$ cat src/hdl/tpc_isqrt_cell.sv
`timescale 1ns / 1ps
// One restoring square-root step: one result bit per cell.
module tpc_isqrt_cell #(
	parameter int NW = 64,
	parameter int K  = 0
) (
	input  logic          clk,
	input  logic          en,
	input  logic [NW-1:0] rem_i,
	input  logic [NW-1:0] res_i,
	output logic [NW-1:0] rem_q,
	output logic [NW-1:0] res_q
);
	logic [NW-1:0] bit_c;
	logic [NW-1:0] trial_c;
	always_comb begin
		bit_c   = NW'(1) << (2 * K);
		trial_c = res_i + bit_c;
	end
	always_ff @(posedge clk) begin
		if (en) begin
			if (rem_i >= trial_c) begin
				rem_q <= rem_i - trial_c;
				res_q <= (res_i >> 1) + bit_c;
			end else begin
				rem_q <= rem_i;
				res_q <= res_i >> 1;
			end
		end
	end
endmodule

$ cat config.mk
export PLATFORM = sky130hd
export DESIGN_NAME = tpc_isqrt_cell
export DESIGN_NICKNAME = d
export VERILOG_FILES = /design/src/hdl/tpc_isqrt_cell.sv
export SDC_FILE = /design/constraint.sdc
export NUM_CORES = 1
export LEC_CHECK = 0
export ABC_AREA = 1
export BUFFER_PORTS_ARGS = -buffer_cell sky130_fd_sc_hd__buf_2
export CAP_MARGIN = 40
export CORE_ASPECT_RATIO = 1.1
export CORE_MARGIN = 2
export CORE_UTILIZATION = 45
export CTS_CLUSTER_SIZE = 25
export DETAILED_ROUTE_END_ITERATION = 6
export HOLD_SLACK_MARGIN = 0.15
export PLACE_DENSITY = 0.71
export SETUP_SLACK_MARGIN = 0.02
export SYNTH_ARGS = -nofsm -noshare
export SYNTH_HDL_FRONTEND = slang
export SYNTH_SLANG_ARGS = --single-unit
export TNS_END_PERCENT = 5
$ cat constraint.sdc
create_clock -name clk -period 3.4 [get_ports clk]
set_input_delay 0 -clock clk [delete_from_list [all_inputs] [get_ports clk]]
set_output_delay 0 -clock clk [all_outputs]
set_load 0.03 [all_outputs]
==> results list, run 1 <==
* Clock Root Buffer: sky130_fd_sc_hd__clkbuf_16
* XOR/XNOR Fraction of Synth Area: between 8 and 9%
* Placement row count: 68
* Total GRT Usage: between 40 and 50%
* Fraction of final layout cells with drive strength greater than 1: approximately a quarter
- Dominant cells by area after synthesis: sky130_fd_sc_hd__edfxtp_1 27%, sky130_fd_sc_hd__nand2_1 24%, sky130_fd_sc_hd__inv_1 11%, sky130_fd_sc_hd__xor2_1 8.5%, sky130_fd_sc_hd__nand3_1 7.0%
- Pwr Density: roughly 330 nW/um^2
* Clock transition at the registers of the reported paths: ~0.060 ns
- Once the floorplan was initialized, standard cells occupied approximately 46% of the core.
- Overall power: 7.218 mW
* Total die area: 33,550 sq um
- The first global-routing pass estimated around 100,000 um of wire.
* Worst hold slack after final layout: roughly 0.2 ns
- Antenna violations before repair: 0
- Dividing the detail-routed wire length by the instance count gives between 15 and 20 um.
- Cell leakage power: ~12 nW
- Once layout is complete, the utilization of the core stands at between 60% and 70%.
- Timing-limited maximum frequency: 293.2 MHz
- In this run the mean area of a mapped cell was between 6 and 7 sq um.
- In this run the worst setup path terminates at res_q[32]$_DFFE_PP_.
- In the post-route analysis, the smallest setup slack over all paths is -0.01108 ns.
* Fraction of synthesized area in multiplexers: 0%
- Across the run, the number of max-cap violations was 0.
- Grt met2 use: a little over two thirds
- Global routing consumed, on the met1 layer, 48.37% of the routing resources.
- The repair_antennas step left the layout with diodes totalling 0.
- The path class of the tightest hold or removal check is primary input to flip-flop.
* Actual transition at the worst max-transition pin: 0.7176 ns
- No sink is reached through more buffers than the 2 on the longest clock path.
- STA classifies the critical path startpoint as a primary input.
- Worst slew margin relative to its limit: 51.98%
- Area share of the largest cell type after synthesis: around a quarter
- Critical path class: primary input to flip-flop
- Critical Path Start: res_i[57]
* # nets final: ~3,400
- The library cell used most frequently in the layout, excluding fill and tap cells, is sky130_fd_sc_hd__nand2_1.
- Cell type with the highest aggregate area in the netlist: sky130_fd_sc_hd__edfxtp_1
* Largest family of logic cells by synthesized area: simple AND/OR/NAND/NOR gates
- Area growth syn-to-layout: 52.35%
* Die X-Extent: around 170 um
* Sum Neg Setup Slack: -0.01108 ns
* Number of top-level pins: roughly 260
- Unrepaired setup endpoints after global routing: yes
- For this block, the via count after detailed routing is 18,990.
- Before antenna repair, the detailed router went through 6 iterations.
- Buffers inserted during clock tree synthesis total 17.
* Part of the cycle the worst path needs: 100.3%
- The final count of pins violating max slew is 0.
- The total area inside the core boundary comes to 31,480 sq um.
- The library cells used most frequently in the layout, excluding fill and tap cells, are 907 x sky130_fd_sc_hd__nand2_1, 475 x sky130_fd_sc_hd__buf_4, 438 x sky130_fd_sc_hd__inv_1.
- Setup violations remaining at the end of the flow were counted as 1.
- The routed design could run at a clock period as short as 3.411 ns.
* Placed cell count: around 3,500
* Count of buffers inserted at the top-level ports: ~260
- For this run, the register share of the synthesized area comes to between 20% and 30%.
- TritonCTS built the clock tree.
* Hold depth: 5
- Die boundary height: about 190 um
* Complex-gate fraction of the synthesized area: 3.483%
* Met3 track demand over resource: 5.641%
* Maximum number of pins on one net before global-route repair: 66
- Unique cell type count in the Yosys netlist: 36
- Detailed-route DRC error count: 0
- The first routing iteration left 1,653 violations.
- Maximum resistive drop on vdd: 0.2495 mV
- Summing the areas of all fa, ha and maj instances in the mapped netlist gives between 5 and 6% of the synthesized area.
- STA classifies the critical path endpoint as a flip-flop.
- During synthesis, Yosys emitted a total of 0 warnings.
* Post-detailed-route via-to-cell ratio: about 5.2
- Critical-path maximum fanout: 5
- CTS H-tree depth: 4
- Synthesized instance count: between 2,000 and 2,500
- Counting every net in the synthesized netlist gives around 2,600.
- The finished cells cover roughly 22,000 sq um.
* Post-Synth Simple-Gate Area: around 42%
* Vias in the first global route: roughly 18,000
- The congestion estimate from routability-driven global placement came to ~1.1.
- Status: finished with violations
- Post-synth design cell area: about 14,000 sq um
- Violated checks: negative setup slack
- Count of final hold-check violations: 0
- Arrival time reported for the critical path endpoint: approximately 3.6 ns
- In this run the most used layer during global routing was met2.
- Antenna-violating nets left: 0
- Global route overflow: 0
- Routed Wire Length: 70,310 um
- The synthesized design contains about 130 register bits.
- Post-detailed-placement cell area: just under 20,000 sq um
* Clock Sinks: about 130
* Worst setup timing slack at the placement stage: -0.4250 ns
* Post-route non-filler standard cell count: approximately 3,700
* Critical path required time: roughly 3.6 ns
- Sum of net half-perimeters after detailed placement: around 56,000 um
==> layer usage <==
layer	vias to the layer above	part of all wire [%]	wire, um
met5	-	0	0
met4	0	7.7	5423
li1	9062	-	-
met3	281	8.7	6137
met1	8568	37	26250
met2	1074	46	32500
==> sequential cells by signal, indices dropped and copies added (netlist names) <==
name,count
rem_q,64
res_q,64
==> worst min-delay path by stage <==
| stage | start | to | slack (ns) |
|---|---|---|---|
| 5_1_grt | res_i[35] | res_q[34]$_DFFE_PP_ | 0.22 |
| 3_3_place_gp | rem_i[7] | rem_q[7]$_DFFE_PP_ | 0.32 |
| 2_1_floorplan | en | rem_q[0]$_DFFE_PP_ | 0.11 |
| 4_1_cts | res_i[24] | res_q[23]$_DFFE_PP_ | 0.17 |
| 6_report | res_i[35] | res_q[34]$_DFFE_PP_ | 0.20 |
| 3_5_place_dp | rem_i[8] | rem_q[8]$_DFFE_PP_ | 0.32 |
==> cells by family after synthesis <==
kind of cell | Yosys count
xor+xnor | 146
flops | 128
buf+inv | 484
simple gates | 1444
fa+ha+maj | 67
compound gates | 99
==> timing repair <==
| action | CTS | global route |
|---|---|---|
| hold buffers | 130 | 0 |
| endpoints found under the hold margin | 138 | 0 |
| pin swaps | 0 | 12 |
| setup endpoints to repair | 7 | 128 |
| setup buffers | 0 | 8 |
| cloned | 0 | 4 |
| gates resized for setup | 1 | 50 |
==> critical path, stage by stage <==
cell and delay (ns):
sky130_fd_sc_hd__dlygate4sd3_1 0.54, sky130_fd_sc_hd__buf_4 0.15, sky130_fd_sc_hd__nand2_1 0.09, sky130_fd_sc_hd__inv_1 0.08, sky130_fd_sc_hd__nand3_1 0.11, sky130_fd_sc_hd__nor3_1 0.23, sky130_fd_sc_hd__nand3_1 0.15, sky130_fd_sc_hd__nor2_2 0.14
sky130_fd_sc_hd__xor2_1 0.28, sky130_fd_sc_hd__ha_1 0.34, sky130_fd_sc_hd__a21oi_1 0.20, sky130_fd_sc_hd__o21ai_0 0.12, sky130_fd_sc_hd__nor2_1 0.18, sky130_fd_sc_hd__nand2_1 0.12, sky130_fd_sc_hd__a21oi_4 0.16, sky130_fd_sc_hd__nand3_4 0.13
sky130_fd_sc_hd__buf_4 0.17, sky130_fd_sc_hd__clkbuf_16 0.14, sky130_fd_sc_hd__o21ai_1 0.30
==> cells in the mapped netlist <==
library cell,instances
sky130_fd_sc_hd__nand2_1,910
sky130_fd_sc_hd__inv_1,439
sky130_fd_sc_hd__nor2_1,206
sky130_fd_sc_hd__nand3_1,203
sky130_fd_sc_hd__xor2_1,140
sky130_fd_sc_hd__edfxtp_1,128
sky130_fd_sc_hd__ha_1,66
sky130_fd_sc_hd__o21ai_1,52
sky130_fd_sc_hd__nand4_1,41
sky130_fd_sc_hd__nor3_1,40
sky130_fd_sc_hd__a21oi_1,37
sky130_fd_sc_hd__buf_6,15
sky130_fd_sc_hd__clkbuf_1,10
sky130_fd_sc_hd__buf_2,8
sky130_fd_sc_hd__nor4_1,8
sky130_fd_sc_hd__o21ai_0,8
sky130_fd_sc_hd__nor2_2,6
sky130_fd_sc_hd__xnor2_1,6
sky130_fd_sc_hd__nand3b_1,5
sky130_fd_sc_hd__buf_4,4
sky130_fd_sc_hd__inv_2,4
sky130_fd_sc_hd__nand3_2,4
sky130_fd_sc_hd__nor2_4,4
sky130_fd_sc_hd__and2_1,3
sky130_fd_sc_hd__and3_1,3
sky130_fd_sc_hd__nand2_2,3
sky130_fd_sc_hd__and3b_1,2
sky130_fd_sc_hd__buf_1,2
sky130_fd_sc_hd__buf_8,2
sky130_fd_sc_hd__nor3_2,2
sky130_fd_sc_hd__nor3b_1,2
sky130_fd_sc_hd__a21oi_2,1
sky130_fd_sc_hd__and3_2,1
sky130_fd_sc_hd__fa_1,1
sky130_fd_sc_hd__o21ai_2,1
sky130_fd_sc_hd__or2_2,1
==> layout make-up <==
cell class                 count  area (sq um)
clock buffer                  18         429.2
timing repair buffer         877          6510
fill                        2812          9477
inverter                     443          1663
sequential                   128          3844
multi-input combinational   1756          8894
clock inverter                13         138.9
tap                          420         525.5
==> report_power, final <==
group / internal [mW] / switching [mW] / leakage, nW / total [mW]
combinational: 1.24 / 1.97 / 10.5 / 3.21
clock: 1.08 / 0.845 / 0.278 / 1.92
sequential: 2.01 / 0.0696 / 1.25 / 2.08
No activity file was read; power rests on OpenSTA's default activity.
==> run 2, diff against run 1 <==
--- a/config.mk
+++ b/config.mk
@@ -14,8 +14,10 @@
 export CTS_CLUSTER_SIZE = 25
 export DETAILED_ROUTE_END_ITERATION = 6
 export HOLD_SLACK_MARGIN = 0.15
+export MAX_ROUTING_LAYER = met4
 export PLACE_DENSITY = 0.71
 export SETUP_SLACK_MARGIN = 0.02
+export SKIP_CTS_REPAIR_TIMING = 1
 export SYNTH_ARGS = -nofsm -noshare
 export SYNTH_HDL_FRONTEND = slang
 export SYNTH_SLANG_ARGS = --single-unit
==> results list, run 2 (synthesis results as in run 1) <==
* Average wire per standard cell: between 15 and 20 um
* Hold Crit Class: primary input to flip-flop
- Unrepaired setup endpoints after global routing: yes
* Final setup margin: 0.04703 ns
- The largest registers in the layout are rem_q (64), res_q (64).
- Clock group share of total power: between 20 and 30%
* Actual transition at the worst max-transition pin: 0.7935 ns
- Placed cell count: between 3,000 and 4,000
- Die boundary height: around 190 um
- Layout fillers: approximately 2,800
* Arrival time reported for the critical path endpoint: approximately 3.6 ns
- Worst slew margin relative to its limit: ~47%
- Slew Limit Fails: 0
- The first global-routing pass estimated between 90,000 and 100,000 um of wire.
- In this run the core area contains a little under 70 standard-cell rows.
- The finished cells cover ~22,000 sq um.
- Sum of net half-perimeters after detailed placement: ~55,000 um
* Maximum resistive drop on vdd: 0.2687 mV
- The repair_antennas step left the layout with diodes totalling 0.
- The worst path needs 3.353 ns of the cycle, external delays included.
- For this block, the routed nets add up to 69,440 um of wire.
- Vias in the first global route: about 17,000
* Post-route non-filler standard cell count: 3,626
- Register share of total power: between 20 and 30%
- Fraction of final layout cells with drive strength greater than 1: around a quarter
* Die X-Extent: between 150 and 200 um
- Timing-limited maximum frequency: around 300 MHz
- The checks that failed: design-rule violations.
* Overall power: 7.479 mW
- Total die area: 33,550 sq um
* Critical-path maximum fanout: 19
- Antenna violations before repair: 0
- At the end of routability-driven placement, the weighted congestion stood at 1.085.
- Setup total negative slack on the finished layout was measured at 0 ns.
* Global route overflow: 0
- Status: finished with violations
- Area growth syn-to-layout: 51.00%
* Crit path launch type: primary input
* Maximum Capacitance Violations: 0
* Uppermost routed layer: met4
- Once detail routing completed, the nets flagged for antenna violations numbered 0.
- Total GRT Usage: between 30% and 40%
* Critical path class: primary input to flip-flop
- Detailed route wirelength on metal2: between 30,000 and 40,000 um
* First-iteration detailed-routing DRC count: around 1,900
- Setup violations remaining at the end of the flow were counted as 0.
* Count of buffers inserted at the top-level ports: 257
- Cell leakage power: about 12 nW
- Across all layers, the routed design uses around 19,000 vias.
- Clock Sinks: between 100 and 150
- Maximum number of pins on one net before global-route repair: just over 80
- The total count of hold-check failures in the final report came to 0.
- Number of top-level pins: 258
- Number of iterations in the first detailed-routing pass: 7
* Met1 Wirelength: about 27,000 um
* Most common library cell in the layout ignoring fill and taps: sky130_fd_sc_hd__nand2_1
- For this run, the post-layout net count is 3,390.
* Clock Root Buffer: sky130_fd_sc_hd__clkbuf_16
* Pwr Density: 342.9 nW/um^2
- Post-detailed-placement cell area: slightly below 20,000 sq um
- TritonCTS built the clock tree.
* Switching share of power: 39.21%
- Using the TritonRoute via totals, the vias-per-cell ratio works out to 5.221.
* Starting density of the core: between 40% and 50%
* Kind of end point of the critical path: flip-flop
- Leaving out fill and tap cells, the most frequent cells in the layout are 906 x sky130_fd_sc_hd__nand2_1, 456 x sky130_fd_sc_hd__buf_4, 438 x sky130_fd_sc_hd__inv_1.
- Critical path required time: between 3 and 4 ns
- Clock tree synthesis inserted a total of 17 buffers.
- In this run the deepest clock path goes through 2 buffers.
- Of the available clock period, the critical path in the final layout requires between 90% and 100%.
- Clock transition at the registers of the reported paths: roughly 0.07 ns
* Core region area: about 31,000 sq um
- In the routed design, unresolved DRC markers number 12.
* Internal power of the cells: around 4.5 mW
- Combinational logic burns between 40 and 50% of the power.
* Switching power summed over all nets: between 2 and 3 mW
- Metal3 WL: around 5700 um
- Worst setup timing slack at the placement stage: -0.4987 ns
- The H-tree was split into 4 levels.
[run 2: area by class of cell]
type / instances / area (sq um) / area share [%]
multi-input cells: 1756 / 8896 / 40.79
repair buffers: 847 / 6222 / 28.53
flip-flops and latches: 128 / 3844 / 17.62
inverters: 443 / 1663 / 7.625
well taps: 420 / 525.5 / 2.410
clock buffers: 18 / 429.2 / 1.968
clock inverters: 14 / 229.0 / 1.050
[run 2: power by group through the flow]
stage | registers, mW | clock network, mW | logic [mW]
floorplan | 2.54 | 0 | 1.23
global placement | 2.12 | 0 | 2.87
detailed placement | 2.12 | 0 | 2.91
CTS | 2.09 | 2.21 | 2.93
global route | 2.11 | 2.25 | 3.39
finish | 2.10 | 2.21 | 3.17
[run 2: final timing paths]
check / from / endpoint / slack (ns) / cells past startpoint
worst max-delay path: res_i[43] / res_q[63]$_SDFFCE_PN0P_ / 0.05 / 20
worst min-delay path: res_i[36] / res_q[35]$_DFFE_PP_ / 0.1 / 4
[run 2: metal layers]
layer  GRT usage, %  vias up
met1          47.11     8631
met2          65.75     1065
met4          22.56        0
li1               -     9016
met5              -        -
met3          4.850      221
[run 2: through the flow]
stage | hold WS [ns] | utilization (%)
2_1_floorplan | 0.1125 | -
3_3_place_gp | 0.3163 | 62.26
3_5_place_dp | 0.3208 | 62.26
4_1_cts | -0.1412 | 64.35
5_1_grt | 0.1525 | 69.28
6_report | 0.09684 | 69.28
[run 2: worst max-delay path: stages]
cell	delay (ns)
sky130_fd_sc_hd__buf_2	0.12
sky130_fd_sc_hd__buf_4	0.15
sky130_fd_sc_hd__nand4_1	0.14
sky130_fd_sc_hd__nor2_1	0.21
sky130_fd_sc_hd__nand3b_1	0.13
sky130_fd_sc_hd__nor3_1	0.37
sky130_fd_sc_hd__nand3_1	0.19
sky130_fd_sc_hd__xor2_1	0.35
sky130_fd_sc_hd__ha_1	0.35
sky130_fd_sc_hd__nand2_1	0.11
sky130_fd_sc_hd__inv_1	0.07
sky130_fd_sc_hd__a21oi_2	0.17
sky130_fd_sc_hd__nor2_1	0.06
sky130_fd_sc_hd__nor2_1	0.15
sky130_fd_sc_hd__nand2_1	0.12
sky130_fd_sc_hd__a21oi_4	0.16
sky130_fd_sc_hd__nand3_4	0.14
sky130_fd_sc_hd__buf_12	0.18
sky130_fd_sc_hd__clkbuf_16	0.20
sky130_fd_sc_hd__and2_1	0.18
